`src/sv/glep_pkg.sv`:
```
// Shared types and constants of the gas/liquid equilibrium partition block.
// No dependencies; every module of the block imports this package.
`default_nettype none
package glep_pkg;

  localparam int FRAC_BITS = 16;
  localparam int SAT_W     = FRAC_BITS + 1;
  localparam int CONC_W    = 32;
  localparam int KH_W      = 24;
  localparam int DSR_W     = KH_W + 2;
  localparam int PROD_W    = CONC_W + SAT_W;
  localparam int IN_W      = 88;
  localparam int OUT_W     = 72;
  localparam int QUEUE_DEPTH = 4;
  localparam int QUEUE_AW    = 2;

  localparam logic [SAT_W-1:0]  ONE_FX  = SAT_W'(1) << FRAC_BITS;
  localparam logic [KH_W-1:0]   KH_RESET = KH_W'(ONE_FX);
  localparam logic [CONC_W-1:0] CONC_MAX = '1;

  // One classified cell handed from the front to the back.
  typedef struct packed {
    logic              no_gas;
    logic [SAT_W-1:0]  sat;
    logic [SAT_W-1:0]  sg;
    logic [CONC_W-1:0] liq;
    logic [CONC_W-1:0] gas;
  } cell_t;

endpackage
`default_nettype wire

```
`src/sv/glep_queue.sv`:
```
// Short queue of classified cells between the front and the back.
// Depends on glep_pkg.
`default_nettype none
module glep_queue
  import glep_pkg::*;
(
  input  wire logic clk,
  input  wire logic rst,
  input  wire logic wr_valid,
  output logic      wr_ready,
  input  cell_t     wr_cell,
  output logic      rd_valid,
  input  wire logic rd_ready,
  output cell_t     rd_cell
);

  cell_t               mem [QUEUE_DEPTH];
  logic [QUEUE_AW-1:0] wr_ptr;
  logic [QUEUE_AW-1:0] rd_ptr;
  logic [QUEUE_AW:0]   count;
  logic                push;
  logic                pop;

  assign wr_ready = (count != (QUEUE_AW+1)'(QUEUE_DEPTH));
  assign rd_valid = (count != '0);
  assign push     = wr_valid && wr_ready;
  assign pop      = rd_valid && rd_ready;
  assign rd_cell  = mem[rd_ptr];

  always_ff @(posedge clk) begin
    if (rst) begin
      wr_ptr <= '0;
      rd_ptr <= '0;
      count  <= '0;
    end else begin
      if (push) wr_ptr <= wr_ptr + 1'b1;
      if (pop)  rd_ptr <= rd_ptr + 1'b1;
      if (push && !pop)      count <= count + 1'b1;
      else if (pop && !push) count <= count - 1'b1;
    end
    if (push) mem[wr_ptr] <= wr_cell;
  end

endmodule
`default_nettype wire

```
`config.mk`:
```
export PLATFORM = sky130hd
export DESIGN_NAME = glep_queue
export DESIGN_NICKNAME = d
export VERILOG_FILES = /design/src/sv/glep_pkg.sv /design/src/sv/glep_queue.sv
export SDC_FILE = /design/constraint.sdc
export NUM_CORES = 1
export LEC_CHECK = 0
export BUFFER_PORTS_ARGS = -buffer_cell sky130_fd_sc_hd__buf_2
export CAP_MARGIN = 0
export CORE_MARGIN = 1
export CORE_UTILIZATION = 50
export DETAILED_ROUTE_END_ITERATION = 16
export PLACE_DENSITY = 0.74
export REMOVE_ABC_BUFFERS = 1
export SETUP_SLACK_MARGIN = 0.4
export SYNTH_ARGS = -nofsm -noshare
export SYNTH_HDL_FRONTEND = slang
export SYNTH_SLANG_ARGS = --single-unit
```
`constraint.sdc`:
```
create_clock -name clk -period 3.7 [get_ports clk]
set_input_delay 0 -clock clk [delete_from_list [all_inputs] [get_ports clk]]
set_output_delay 0 -clock clk [all_outputs]
set_load 0.005 [all_outputs]
```
Yosys cells after proc, flatten, opt, wreduce, memory -nomap -nowiden

Memory sizes are Yosys's and may differ from the RTL's. A register that Yosys moved wholly into a read port is not among the register bits.
Cells that the tools add are included.

Bits in registers: 7
RAM bits: 396
Input bits: 103
Output and inout bits: 101
Memories kept: 1

Add/subtract/negate cells: 4
Eq/ne operators: 1
Mux-type cells: 6
Reduce and logical (&&, ||, !) cells: 8

Memory list:

| memory | words | bits a word | rd ports | clocked after memory_dff | wr ports | RTL line         | RTL |
|---|---|---|---|---|---|---|---|
| mem    | 4     | 99          | 1        | 1                        | 1        | glep_queue.sv:17 | `cell_t mem [QUEUE_DEPTH];` |

Operators with widths:

| cell                                                               | count |
|---|---|
| 3-bit two-way mux                                                  | 2 |
| 2-bit by 1-bit adder with 2-bit output, second input constant      | 2 |
| 1-bit logical AND                                                  | 4 |
| 2-bit two-way mux                                                  | 2 |
| 3-bit by 1-bit adder with 3-bit output, second input constant      | 1 |
| 3-bit != test, second input constant                               | 1 |
| 3-bit nonzero test                                                 | 1 |
| 3-bit by 1-bit subtractor with 3-bit output, second input constant | 1 |
| 1-bit logical NOT                                                  | 2 |
| 1-bit two-way mux                                                  | 2 |
| 2-bit nonzero test                                                 | 1 |

Depth between registers and ports, before layout

Depth after elaboration: 6
Mapped depth: 8

Least setup slack after synthesis

Ideal clock, no wire load.

Path type: flip-flop to flip-flop
From: register count[0]
To: memory mem[2][0] (netlist name) (enable)
Arrival: 3096 ps
Required time: 3231 ps
Path slack: 136 ps
Cell stages (with the launch flop): 4
Buffers on the path: 0
Clock period less this slack: 3564 ps
Cell sequence: dfxtp_1 -> nor2_1 -> a21boi_2 -> and2_1

Word-level cells in the longest chain between the ends: 4

Ends and longest elaborated chain:

| item                                    | RTL line         | RTL |
|---|---|---|
| start: declaration                      | glep_queue.sv:20 | `logic [QUEUE_AW:0] count;` |
| start signal: assignment                | glep_queue.sv:38 | `if (push && !pop) count <= count + 1'b1;` |
| start signal: assignment                | glep_queue.sv:39 | `else if (pop && !push) count <= count - 1'b1;` |
| 3-bit != test                           | glep_queue.sv:24 | `assign wr_ready = (count != (QUEUE_AW+1)'(QUEUE_DEPTH));` |
| 1-bit logical AND                       | glep_queue.sv:26 | `assign push = wr_valid && wr_ready;` |
| via push                                | glep_queue.sv:21 | `logic push;` |
| 1-bit two-way mux                       | glep_queue.sv:41 | `if (push) mem[wr_ptr] <= wr_cell;` |
| 1-bit two-way mux (implied by the code) | glep_queue.sv:41 |  |
| end: declaration                        | glep_queue.sv:17 |  |

The timed path passes the listed nets, and every way through them passes these cells.

==> flow_metrics.py <==
metrics = {
    "status": {
        "outcome": "finished clean",
    },
    "synth": {
        "syn-cell-area_um2": 14700,
        "synth-seq-cells": 405,
        "synth_warnings": 0,
        "yosys.cell_types.count": 24,
        "seq_area_frac_synth_pct": 82.0,
        "synth_top_area_cell": "edfxtp_1",
        "ys_top_cells_by_area": "edfxtp_1, mux4_2, dfxtp_1, ha_1, buf_2",
        "syn_avg_cell_area_um2": 26.0,
        "netlist.area_leader.share_pct": 80.8,
        "synth_cells": 565,
    },
    "layout": {
        "area_growth_pct": 26.3,
        "drive_gt1_share_pct": 40.3,
        "nFillCells": 1943,
        "nNetsFinal": 1012,
        "diodes": 0,
        "post-route-util_pct": 64.4,
    },
    "detailed_routing": {
        "wire_per_inst_um": 21.3,
        "wl_um": 28000,
        "drt_iter0_drc": 468,
        "drt_pre_antenna_iters": 4,
        "ant_nets": 0,
        "vias_per_cell": 5.35,
        "vias": 7053,
        "route.detailed.drc": 0,
    },
    "grt": {
        "grt_use_met2_pct": 30.8,
        "busiest_layer": "met2",
        "grt_pass1_wl_um": 43300,
        "gr-total-overflow": 0,
        "grtUsageTotal_pct": 19.1,
        "grt_max_degree": 64,
        "grt_antenna_before_repair": 2,
        "grtUsageMet3_pct": 5.00,
        "grt_pass1_vias": 7564,
        "met1_usage_pct": 26.1,
    },
    "clock_network": {
        "cts_tree": "built",
        "post_cts_buffers": 0,
        "cts_resized": 0,
        "cts.sinks": 405,
        "clock-root-buffer": "clkbuf_16",
        "clk_path_buf_depth": 3,
        "htreeDepth": 2,
        "cts_buffers": 41,
        "path_clk_slew_ns": 0.06,
        "clk_latency_ns": 0.52,
    },
    "placed_design": {
        "gp_congestion": 0.725,
        "portBuffers": 203,
        "placement.setup.worst_slack_ns": 1.39,
        "dpl.hpwl_um": 17200,
    },
    "sta": {
        "setup_viol": 0,
        "relSlewSlack_pct": 53.9,
        "worst_slack_ns": 1.19,
        "slew_viol_final": 0,
        "fin_worst_skew_ns": 0.0119,
        "timing.fmax_mhz": 398,
        "min_period_ns": 2.51,
        "worstMarginPinSlew_ns": 0.691,
        "fin_crit_sh_pct": 67.9,
        "rsz0062_at_grt": "false",
        "finalHoldViolCount": 0,
    },
    "pwr": {
        "internal_power_w": 0.00928,
        "total_leakage_power_nw": 6.31,
        "clockPowerShare_pct": 31.9,
        "p_sw_w": 0.00301,
        "p_seq_share_pct": 47.3,
        "p_comb_share_pct": 20.8,
        "netSwitchingFraction_pct": 24.5,
        "p_per_area_nw_per_um2": 661,
        "ir_drop_mv": 0.339,
    },
    "floorplan": {
        "coreArea_um2": 28900,
        "start_util_pct": 51.0,
        "io_pins": 204,
        "row_count": 62,
        "dieArea_um2": 30100,
        "die_width_um": 174,
        "die_height_um": 174,
    },
    "worst_hold_path": {
        "hp-class": "primary input to flop",
    },
    "setup_path": {
        "crit_type": "flop to output pin",
        "required_ns": 3.70,
        "path_max_fanout": 34,
        "worstPathArrival_ns": 2.51,
        "endpoint_kind": "output pin",
        "worstSetupStartpointType": "flop",
    },
    "job": {
        "cap_viol_max_count": 0,
    },
}
==> critical path, stage by stage, from the launching register on <==
cell and delay [ns]:
dfxtp_4 0.79, buf_4 0.47, mux4_2 0.57, buf_2 0.15
==> through the flow <==
step	std cells	TNS (ns)	area, µm²	total power [W]	hold WS, ns
detailed placement	1142	0	16300	0.00845	0.218
global placement	1142	0	16300	0.00840	0.214
floorplan	542	-107.72	14600	0.00747	0.0691
CTS	1319	0	18600	0.0125	0.211
finish	1319	0	18600	0.0123	0.228
global route	1319	0	18600	0.0128	0.227
==> final timing paths <==
path,startpoint,end,slack (ns),depth (start not counted)
max reg2reg,count[0]$_SDFFE_PP0P_,mem[1][73]$_DFFE_PP_,1.42,4
max,flop,rd_cell[43],1.19,3
min,wr_cell[35],mem[2][35]$_DFFE_PP_,0.23,2
min reg2reg,wr_ptr[1]$_SDFFE_PP0P_,wr_ptr[1]$_SDFFE_PP0P_,0.53,2
==> timing repair <==
action | 4_1_cts | 5_1_grt
endpoints found under the hold margin | 405 | 0
hold buffers | 102 | 0
endpoints found under the setup margin | 0 | 0
==> layer usage <==
layer	vias up	share of wire, %	wire length (µm)
li1	3118	-	-
met1	3629	42	11800
met2	257	49	13700
met3	45	7.1	1990
met4	4	1.9	527
met5	-	0.089	25
==> power by group through the flow <==
| stage | Clock (W) | Sequential (W) | Combinational, W |
|---|---|---|---|
| after floorplan | 0 | 0.00605 | 0.00143 |
| after global placement | 0 | 0.00590 | 0.00250 |
| after detailed placement | 0 | 0.00593 | 0.00252 |
| after CTS | 0.00401 | 0.00583 | 0.00262 |
| after global routing | 0.00418 | 0.00588 | 0.00276 |
| final | 0.00392 | 0.00581 | 0.00255 |
==> cell type report <==
cell class / instances / area (µm²) / share of cell area, %
Sequential cell: 405 / 12100 / 65.0
Multi-Input combinational cell: 134 / 2510 / 13.5
Timing Repair Buffer: 318 / 2210 / 11.9
Clock buffer: 54 / 1120 / 6.01
Tap cell: 384 / 480 / 2.59
Clock inverter: 21 / 171 / 0.923
Inverter: 3 / 11.3 / 0.0606
==> sequential cells by signal, summed over array words and instances (netlist names), named ones only <==
name	flops
mem	396
count	3
rd_ptr	2
wr_ptr	2
==> cells by family after synthesis <==
family,synth area share [%]
flip-flops,82.0
multiplexers,15.4
buffers and inverters,0.978
AND/OR/NAND/NOR,0.570
adder cells (fa/ha/maj),0.561
AO/OA/AOI/OAI,0.255
XOR/XNOR,0.238
==> cells in the mapped netlist <==
cell      count
edfxtp_1    396
mux4_2       99
buf_2        10
clkbuf_1      9
dfxtp_1       9
nor2_1        8
ha_1          5
and2_1        4
xor2_1        4
inv_1         3
buf_8         2
mux2i_1       2
nand2b_1      2
or3_1         2
a21boi_2      1
a21oi_1       1
buf_4         1
buf_6         1
fa_1          1
mux2_2        1
nand2_1       1
o21ai_0       1
o311ai_0      1
o31ai_1       1
==> cell usage in the layout, fill, tap and decap left out, types with 8 or more instances in the layout <==
master and instances:
edfxtp_1 396, buf_2 203, dlygate4sd3_1 102, mux4_2 99, clkbuf_16 43, clkbuf_1 11, clkinv_1 10, nor2_1 8
(Power assumes the default switching activity.)
