<file path="src/sv/glep_pkg.sv">
// Shared types and constants of the gas/liquid equilibrium partition block.
// No dependencies; every module of the block imports this package.
`default_nettype none
package glep_pkg;

  localparam int FRAC_BITS = 16;
  localparam int SAT_W     = FRAC_BITS + 1;
  localparam int CONC_W    = 32;
  localparam int KH_W      = 24;
  localparam int DSR_W     = KH_W + 2;
  localparam int PROD_W    = CONC_W + SAT_W;
  localparam int IN_W      = 88;
  localparam int OUT_W     = 72;
  localparam int QUEUE_DEPTH = 4;
  localparam int QUEUE_AW    = 2;

  localparam logic [SAT_W-1:0]  ONE_FX  = SAT_W'(1) << FRAC_BITS;
  localparam logic [KH_W-1:0]   KH_RESET = KH_W'(ONE_FX);
  localparam logic [CONC_W-1:0] CONC_MAX = '1;

  // One classified cell handed from the front to the back.
  typedef struct packed {
    logic              no_gas;
    logic [SAT_W-1:0]  sat;
    logic [SAT_W-1:0]  sg;
    logic [CONC_W-1:0] liq;
    logic [CONC_W-1:0] gas;
  } cell_t;

endpackage
`default_nettype wire

</file>
<file path="src/sv/glep_front.sv">
// Front end: accepts input words, clamps the saturation and classifies the cell.
// Depends on glep_pkg.
`default_nettype none
module glep_front
  import glep_pkg::*;
(
  input  wire logic            clk,
  input  wire logic            rst,
  input  wire logic            in_valid,
  output logic                 in_ready,
  input  wire logic [IN_W-1:0] in_data,
  output logic                 cell_valid,
  input  wire logic            cell_ready,
  output cell_t                cell_data
);

  logic [SAT_W-1:0] sat_raw;
  logic [SAT_W-1:0] sat_clamped;

  assign sat_raw     = in_data[SAT_W-1:0];
  assign sat_clamped = (sat_raw > ONE_FX) ? ONE_FX : sat_raw;
  assign in_ready    = !cell_valid || cell_ready;

  always_ff @(posedge clk) begin
    if (rst) begin
      cell_valid <= 1'b0;
    end else if (in_ready) begin
      cell_valid <= in_valid;
    end
    if (in_ready && in_valid) begin
      cell_data.sat    <= sat_clamped;
      cell_data.sg     <= ONE_FX - sat_clamped;
      cell_data.no_gas <= (sat_clamped == ONE_FX);
      cell_data.liq    <= in_data[SAT_W +: CONC_W];
      cell_data.gas    <= in_data[SAT_W+CONC_W +: CONC_W];
    end
  end

endmodule
`default_nettype wire

</file>
<file path="config.mk">
export PLATFORM = sky130hd
export DESIGN_NAME = glep_front
export DESIGN_NICKNAME = d
export VERILOG_FILES = /design/src/sv/glep_pkg.sv /design/src/sv/glep_front.sv
export SDC_FILE = /design/constraint.sdc
export NUM_CORES = 1
export LEC_CHECK = 0
export ABC_AREA = 1
export BUFFER_PORTS_ARGS = -buffer_cell sky130_fd_sc_hd__buf_2
export CAP_MARGIN = 20
export CORE_UTILIZATION = 44
export DETAILED_ROUTE_END_ITERATION = 8
export PLACE_DENSITY = 0.83
export REMOVE_ABC_BUFFERS = 1
export SLEW_MARGIN = 20
export SYNTH_ARGS = -nofsm -noshare
export SYNTH_HDL_FRONTEND = slang
export SYNTH_SLANG_ARGS = --single-unit
</file>
<file path="constraint.sdc">
create_clock -name clk -period 7.5 [get_ports clk]
set_input_delay 0 -clock clk [delete_from_list [all_inputs] [get_ports clk]]
set_output_delay 0 -clock clk [all_outputs]
set_load 0.02 [all_outputs]
</file>
* Word level (Yosys, flattened, before mapping) *
Index checks and enable logic that the tools add are counted.

storage, ports and cells
  bits in registers = 100
  latch bits = 0
  RAM bits = 0
  bits in read-only memories = 0
  bits of input ports = 92
  output and inout bits = 101
  logic and storage cells = 13
  memories kept = 0

operators by class
  add/subtract/negate cells = 1
  multipliers = 0
  divide/modulo/power cells = 0
  magnitude comparators = 1
  equal/unequal tests = 1
  shift-type cells = 0
  muxes and demuxes = 1
  bitwise operators = 0
  reductions and logical operators = 3

operators with widths
  kind                      number
  $eq A17 B17 Y1 const B    1
  $gt A17 B17 Y1 const B    1
  $mux W17                  1
  $sub A17 B17 Y17 const A  1
  $logic_and A1 B1 Y1       1
  $logic_not A1 Y1          1
  $logic_or A1 B1 Y1        1

* Depth between registers and ports, before layout *
Gate-level depths: netlist of run 1.

  word-level depth = 3
  mapped depth = 13
  depth with buffers taken out = 12

* Least setup slack after synthesis of run 1 *
OpenSTA, ideal clock, no wires.

  kind = register to register
  start point = register cell_valid
  end point = register cell_data[0] (netlist bit) (enable)
  setup time = 587 ps
  data arrival time = 5161 ps
  data required time = 6913 ps
  path slack = 1751 ps
  stages on the path, launching flop included = 2
  buffers on the path = 0
  clock period less this slack = 5749 ps
  cell sequence = dfxtp_1 -> a21oi_1

between the ends
  longest elaborated chain between the ends = 3

ends and longest elaborated chain
  item                      line              source
  start: declaration        glep_front.sv:12  output logic cell_valid,
  start signal: assignment  glep_front.sv:28  cell_valid <= in_valid;
  $logic_not A1 Y1          glep_front.sv:22  assign in_ready = !cell_valid || cell_ready;
  $logic_or A1 B1 Y1        glep_front.sv:22
  $logic_and A1 B1 Y1       glep_front.sv:30  if (in_ready && in_valid) begin
  end: declaration          glep_front.sv:14  output cell_t cell_data

Every way passes these cells.
A chain may end at the register's enable or synchronous reset.

* Final worst setup path of run 1 *
  start point = input port in_data[9]
  end point = register cell_data[80] (netlist bit), data pin

between the ends
  longest elaborated chain between the ends = 3

ends and longest elaborated chain
  item                  line              source
  start: declaration    glep_front.sv:11  input wire logic [IN_W-1:0] in_data,
  $gt A17 B17 Y1        glep_front.sv:21  assign sat_clamped = (sat_raw > ONE_FX) ? ONE_FX : sat_raw;
  $mux W17 (*)          glep_front.sv:21
  $sub A17 B17 Y17 (*)  glep_front.sv:32  cell_data.sg <= ONE_FX - sat_clamped;

Mark *: on every way between the ends. The rest lies on a longest branch, timed or not.

==> results of run 1 <==
-- timing repair --
action                                 in CTS  in global routing
hold buffers                               74                  0
resized for setup                           0                  0
endpoints found under the hold margin      74                  0
-- power by group through the flow --
stage          sequential [mW]  clock (mW)  combinational (mW)
2_1_floorplan            0.722           0              0.0352
3_3_place_gp             0.670           0               0.145
3_5_place_dp             0.672           0               0.148
4_1_cts                  0.659       0.381               0.180
5_1_grt                  0.664       0.402               0.196
6_report                 0.662       0.384               0.183
-- cells in the final DEF, fill, tap and decap left out, drive strengths merged --
cell and instances:
clkbuf 9, dfxtp 1, buf 187, dlygate4sd3 74
diode 1, a21oi 2, inv 25, nor2 21
o21ai 12, clkinvlp 2, o31ai 1, bufinv 2
o41ai 1, nand3 6, edfxtp 98, nand2 51
xor2 7, ha 2, clkinv 1
-- worst min path at each step --
stage	endpoint	cells past startpoint	from
3_5_place_dp	cell_valid$_SDFFE_PP0N_	2	rst
2_1_floorplan	cell_valid$_SDFFE_PP0N_	1	rst
4_1_cts	cell_data[81]$_DFFE_PP_	3	in_data[0]
5_1_grt	cell_data[84]$_DFFE_PP_	3	in_data[3]
3_3_place_gp	cell_valid$_SDFFE_PP0N_	2	rst
6_report	cell_data[81]$_DFFE_PP_	3	in_data[0]
-- tightest hold or removal path: stages --
cell,delay [ns]
buf_2,0.10
nand2_1,0.09
inv_1,0.06
-- through the flow --
step | hold WS (ns) | cell area [um2] | power [mW]
CTS | 0.001461 | 5620 | 1.221
floorplan | 0.06907 | 3577 | 0.7568
global route | 0.03880 | 5620 | 1.263
detailed placement | 0.1695 | 4657 | 0.8200
finish | 0.01147 | 5623 | 1.229
global placement | 0.1577 | 4657 | 0.8149
-- registers in the layout, summed over array words and instances, names as in the netlist --
signal,count
cell_data,98
cell_valid,1
-- area by class of cell --
class / count / area (um2) / share of cell area, %
well taps: 102 / 127.6 / 2.270
multi-input cells: 103 / 539.3 / 9.591
clock inverters: 7 / 98.84 / 1.758
clock buffers: 9 / 123.9 / 2.203
flip-flops and latches: 99 / 2963 / 52.69
diodes: 1 / 2.502 / 0.04450
inverters: 23 / 86.33 / 1.535
repair buffers: 261 / 1682 / 29.91
-- routing by layer --
layer  global-route usage, %  routed length (um)
met5                       0                   0
met4                   13.93                 472
met3                   9.113                1008
met2                   45.86                5557
met1                   23.86                3558
-- logic make-up (layout without fill, tap and decap cells) --
group,count (synthesis),count (layout),share of synthesized area (%)
other,0,1,0
buffers and inverters,27,300,3.226
XOR/XNOR,7,7,1.700
flip-flops,99,99,82.14
adder cells (fa/ha/maj),2,2,0.6936
AND/OR/NAND/NOR,78,78,9.504
AO/OA/AOI/OAI,16,16,2.740
==> results.ini, run 1 <==
[status]
outcome = finished, final reports clean

[sta]
min_period_ns = 2.268
period_share_pct = 30.24
drv_slew = 0
hold_viol = 0
max_freq_ghz = 0.4409
finClkSkew_ns = 0.01342
worst_slew_pin_slew_ns = 0.7001
slew_headroom_pct = 53.33
setup_slack_ns = 5.232
tns_ns = 0
rsz0062_at_grt = false
finalSetupViolCount = 0

[die]
dieHeight_um = 92.55
dieArea_um2 = 8565
fp-row-count = 32
start_util_pct = 45.97
dieWidth_um = 92.55
core_um2 = 7848
num_io_pins = 193

[final_layout]
utilization_pct = 71.65
finalNonFillerCells = 605
drive_above_1_share_pct = 43.63
nets = 591
nFillCells = 538
area_delta_synth_final_pct = 55.88

[yosys]
netlist_top_cells_area = edfxtp_1, nand2_1, inv_1, xor2_1, nor2_1
ys.warnings.count = 0
ys_ff_latch = 99
synth_cell_types = 22
yosysMostFrequentCell = edfxtp_1
ys.flop_type = edfxtp_1
yosys.area.top_type = edfxtp_1
ys_top_cells_by_count = edfxtp_1, nand2_1, inv_1
syn_area_per_cell_um2 = 15.75
netlist_area_um2 = 3607
synth_top_area_share_pct = 81.58
syn_inst = 229
synth_edf_count = 98
async_reset_ff_share_pct = 0
synth-seq-area-share_pct = 82.14

[routing]
drc = 0
drt_wl_total_um = 10600
ant_nets = 0
firstDrtPassIters = 4
post_drt_wl_per_cell_um = 17.52
dr.first_iter.drc_count = 114
avgViaCountPerCell = 4.651
num_vias = 2814

[worst_setup_path]
crit_family = simple AND/OR/NAND/NOR gates
critPathLaunch = in_data[9]
cp-end-kind = flop
reg2reg_slack_ns = 6.01
critPathMostFrequentCell = nand2_1
cp.depth = 14
path_cells = dlygate4sd3_1, buf_2, nor2_1, nand2_1, nor2_1, nand2_2, nand2_4, nand2_1, ha_1, nand2_1, nor2_4, nand2_1, nor2_1, ha_1
r2r_end = cell_data[0]$_DFFE_PP_
worst-path-buf-inv = 2
endpoint = cell_data[80]$_DFFE_PP_
cp.required_ns = 7.61
cpPeakStageDelay_ns = 0.53
start_kind = input port
reg2reg_from = cell_valid$_SDFFE_PP0N_
crit_path_top_delay_cell = dlygate4sd3_1
reg2reg_depth = 2
crit_arrival_ns = 2.37
worstPathMaxFanout = 28
criticalPathCategory = in -> reg

[grt]
grt_pass1_wl_um = 15210
grt_max_degree = 59
overflow = 0
grt_util_all_layers_pct = 25.00
grt_pass1_vias = 2937
antenna_found_initial = 0

[power]
pwr-share-seq_pct = 53.8
p_sw_mw = 0.3145
p_leak_nw = 2.505
peakVddDrop_mv = 0.1059
switching_share_pct = 25.60
p_int_mw = 0.9144
power-per-cell-area_nw_per_um2 = 218.6
combPwrFrac_pct = 14.9
pwr-share-clk_pct = 31.3

[clocking]
clk_pin_slew_ns = 0.09
cts_sinks = 99
cts_buffer_depth = 2
cts_max_level = 3
cts_tree = yes
clock_latency_ns = 0.36
cts_root_buffer = clkbuf_8
post-cts-setup-buffers = 0
numCtsBuffers = 9

[min_path]
hold_path_class = in -> reg

[place]
dp_hpwl_um = 6196
pre_cts_slack_ns = 5.372
dp_cells = 514
io_buffers = 185
gp_congestion = 0.7811

[flow_run]
maxCapViolCount = 0

No activity file was read; power rests on OpenSTA's default activity.
==> run 2: changes to the inputs <==
==> constraint.sdc (replaced) <==
create_clock -name clk -period 2.1 [get_ports clk]
set_input_delay 0 -clock clk [delete_from_list [all_inputs] [get_ports clk]]
set_output_delay 0 -clock clk [all_outputs]
set_load 0.02 [all_outputs]
==> results.ini, run 2 (same netlist as run 1, synthesis figures left out) <==
[status]
outcome = finished, final reports clean

[sta]
min_period_ns = 2.008
hold_viol = 0
worst_slew_pin_slew_ns = 0.4858
drv_slew = 0
max_freq_ghz = 0.4980
slew_headroom_pct = 67.19
finClkSkew_ns = 0.01133
finalSetupViolCount = 0
holdWs_ns = 0.009502
setup_slack_ns = 0.09202
period_share_pct = 95.62

[power]
p_total_mw = 4.216
peakVddDrop_mv = 0.3457
combPwrFrac_pct = 15.9
pwr-share-seq_pct = 56.0
power-per-cell-area_nw_per_um2 = 745.3
pwr-share-clk_pct = 28.1
p_leak_nw = 2.535
p_int_mw = 3.145
switching_share_pct = 25.41
p_sw_mw = 1.071

[routing]
num_vias = 2828
met3_length_um = 824
ant_nets = 0
post_drt_wl_per_cell_um = 16.65
dr.first_iter.drc_count = 144
routed-wl-met2_um = 5390
top_layer_used = met4
drt-met1-wl_um = 3751
firstDrtPassIters = 4
drt_wl_total_um = 10190
avgViaCountPerCell = 4.621
drc = 0

[min_path]
hold_path_class = in -> reg
min_from = in_data[3]
min_path_cells = 3
whs_endpoint = cell_data[84]$_DFFE_PP_

[flow_run]
maxCapViolCount = 0

[final_layout]
final_common_cell = buf_2
seq_area_um2 = 2963
multi_input_area_um2 = 541.8
area_delta_synth_final_pct = 56.82
finalNonFillerCells = 612
largest_reg_flops = 98
top_register = cell_data
layout_common_cells = buf_2, edfxtp_1, dlygate4sd3_1, nand2_1, inv_1
drive_above_1_share_pct = 44.49
nets = 597
stdcell_area_um2 = 5657
top_regs = cell_data: 98 flops, cell_valid: 1 flops
nFillCells = 533

[clocking]
cts_sinks = 99
cts_buffer_depth = 2
clock_latency_ns = 0.36
cts_tree = yes
cts_root_buffer = clkbuf_8
clk_pin_slew_ns = 0.09
cts_max_level = 3
numCtsBuffers = 9

[worst_setup_path]
cp.required_ns = 2.20
cp-end-kind = flop
r2r_end = cell_valid$_SDFFE_PP0N_
reg2reg_slack_ns = 0.79
worstPathMaxFanout = 14
crit_arrival_ns = 2.11
reg2reg_from = cell_valid$_SDFFE_PP0N_
reg2reg_depth = 3
criticalPathCategory = in -> reg
start_kind = input port

[grt]
grt_pass1_vias = 2882
grt_pass1_wl_um = 15280
antenna_found_initial = 1
overflow = 0
grt_max_degree = 74
grt_util_all_layers_pct = 24.62

[place]
dp_cells = 515
pre_cts_slack_ns = 0.09463
dp_hpwl_um = 6232
io_buffers = 185
gp_congestion = 0.8288
placed_cell_area_um2 = 4677

[die]
dieArea_um2 = 8565
dieWidth_um = 92.55
core_um2 = 7848
num_io_pins = 193
dieHeight_um = 92.55
start_util_pct = 45.97
fp-row-count = 32

[run 2: how the worst max path moves through the flow]
stage	startpoint	endpoint	cells past startpoint
4_1_cts	in_data[14]	cell_data[80]$_DFFE_PP_	14
5_1_grt	in_data[1]	cell_data[80]$_DFFE_PP_	14
6_report	in_data[14]	cell_data[80]$_DFFE_PP_	14
3_3_place_gp	in_data[7]	cell_data[80]$_DFFE_PP_	13
2_1_floorplan	cell_valid$_SDFFE_PP0N_	cell_data[0]$_DFFE_PP_	1
3_5_place_dp	in_data[7]	cell_data[80]$_DFFE_PP_	13
[run 2: critical path, cell delays in order]
cell,delay (ns)
dlygate4sd3_1,0.55
buf_2,0.14
nor2_1,0.10
nand2_1,0.06
nor2_1,0.13
nand2_2,0.08
nand2_4,0.13
buf_6,0.17
o21ai_0,0.16
nand2_1,0.15
inv_2,0.05
nand2_1,0.07
nor2_1,0.05
ha_1,0.26
[run 2: area by class of cell]
cell class	count	share of cell area (%)
diodes	2	0.08848
clock buffers	9	2.190
clock inverters	7	1.172
inverters	23	1.526
multi-input cells	103	9.578
flip-flops and latches	99	52.38
well taps	102	2.256
repair buffers	267	30.81
[run 2: metal layers]
metal | GRT usage (%) | vias to the layer above
li1 | - | 1349
met1 | 27.02 | 1324
met2 | 44.75 | 138
met3 | 6.814 | 17
met4 | 9.766 | 0
met5 | 0 | -
[run 2: power groups by stage]
stage                     clock [mW]  combinational (mW)  sequential, mW
after floorplan                    0               0.126            2.58
after global placement             0               0.525            2.39
after detailed placement           0               0.537            2.40
after CTS                       1.21               0.649            2.35
after global routing            1.30               0.718            2.37
final                           1.19               0.670            2.36
[run 2: what timing repair did]
item	in CTS	in global routing
hold buffers	74	0
setup buffers	0	5
gates resized for setup	0	2
endpoints found under the setup margin	0	2
endpoints found under the hold margin	73	0
[run 2: through the flow]
| step | utilization (%) | setup TNS (ns) |
|---|---|---|
| after floorplan | - | -357.55 |
| after global placement | 59.60 | 0 |
| after detailed placement | 59.60 | 0 |
| after CTS | 71.46 | 0 |
| after global routing | 72.08 | -0.02816 |
| final | 72.08 | 0 |
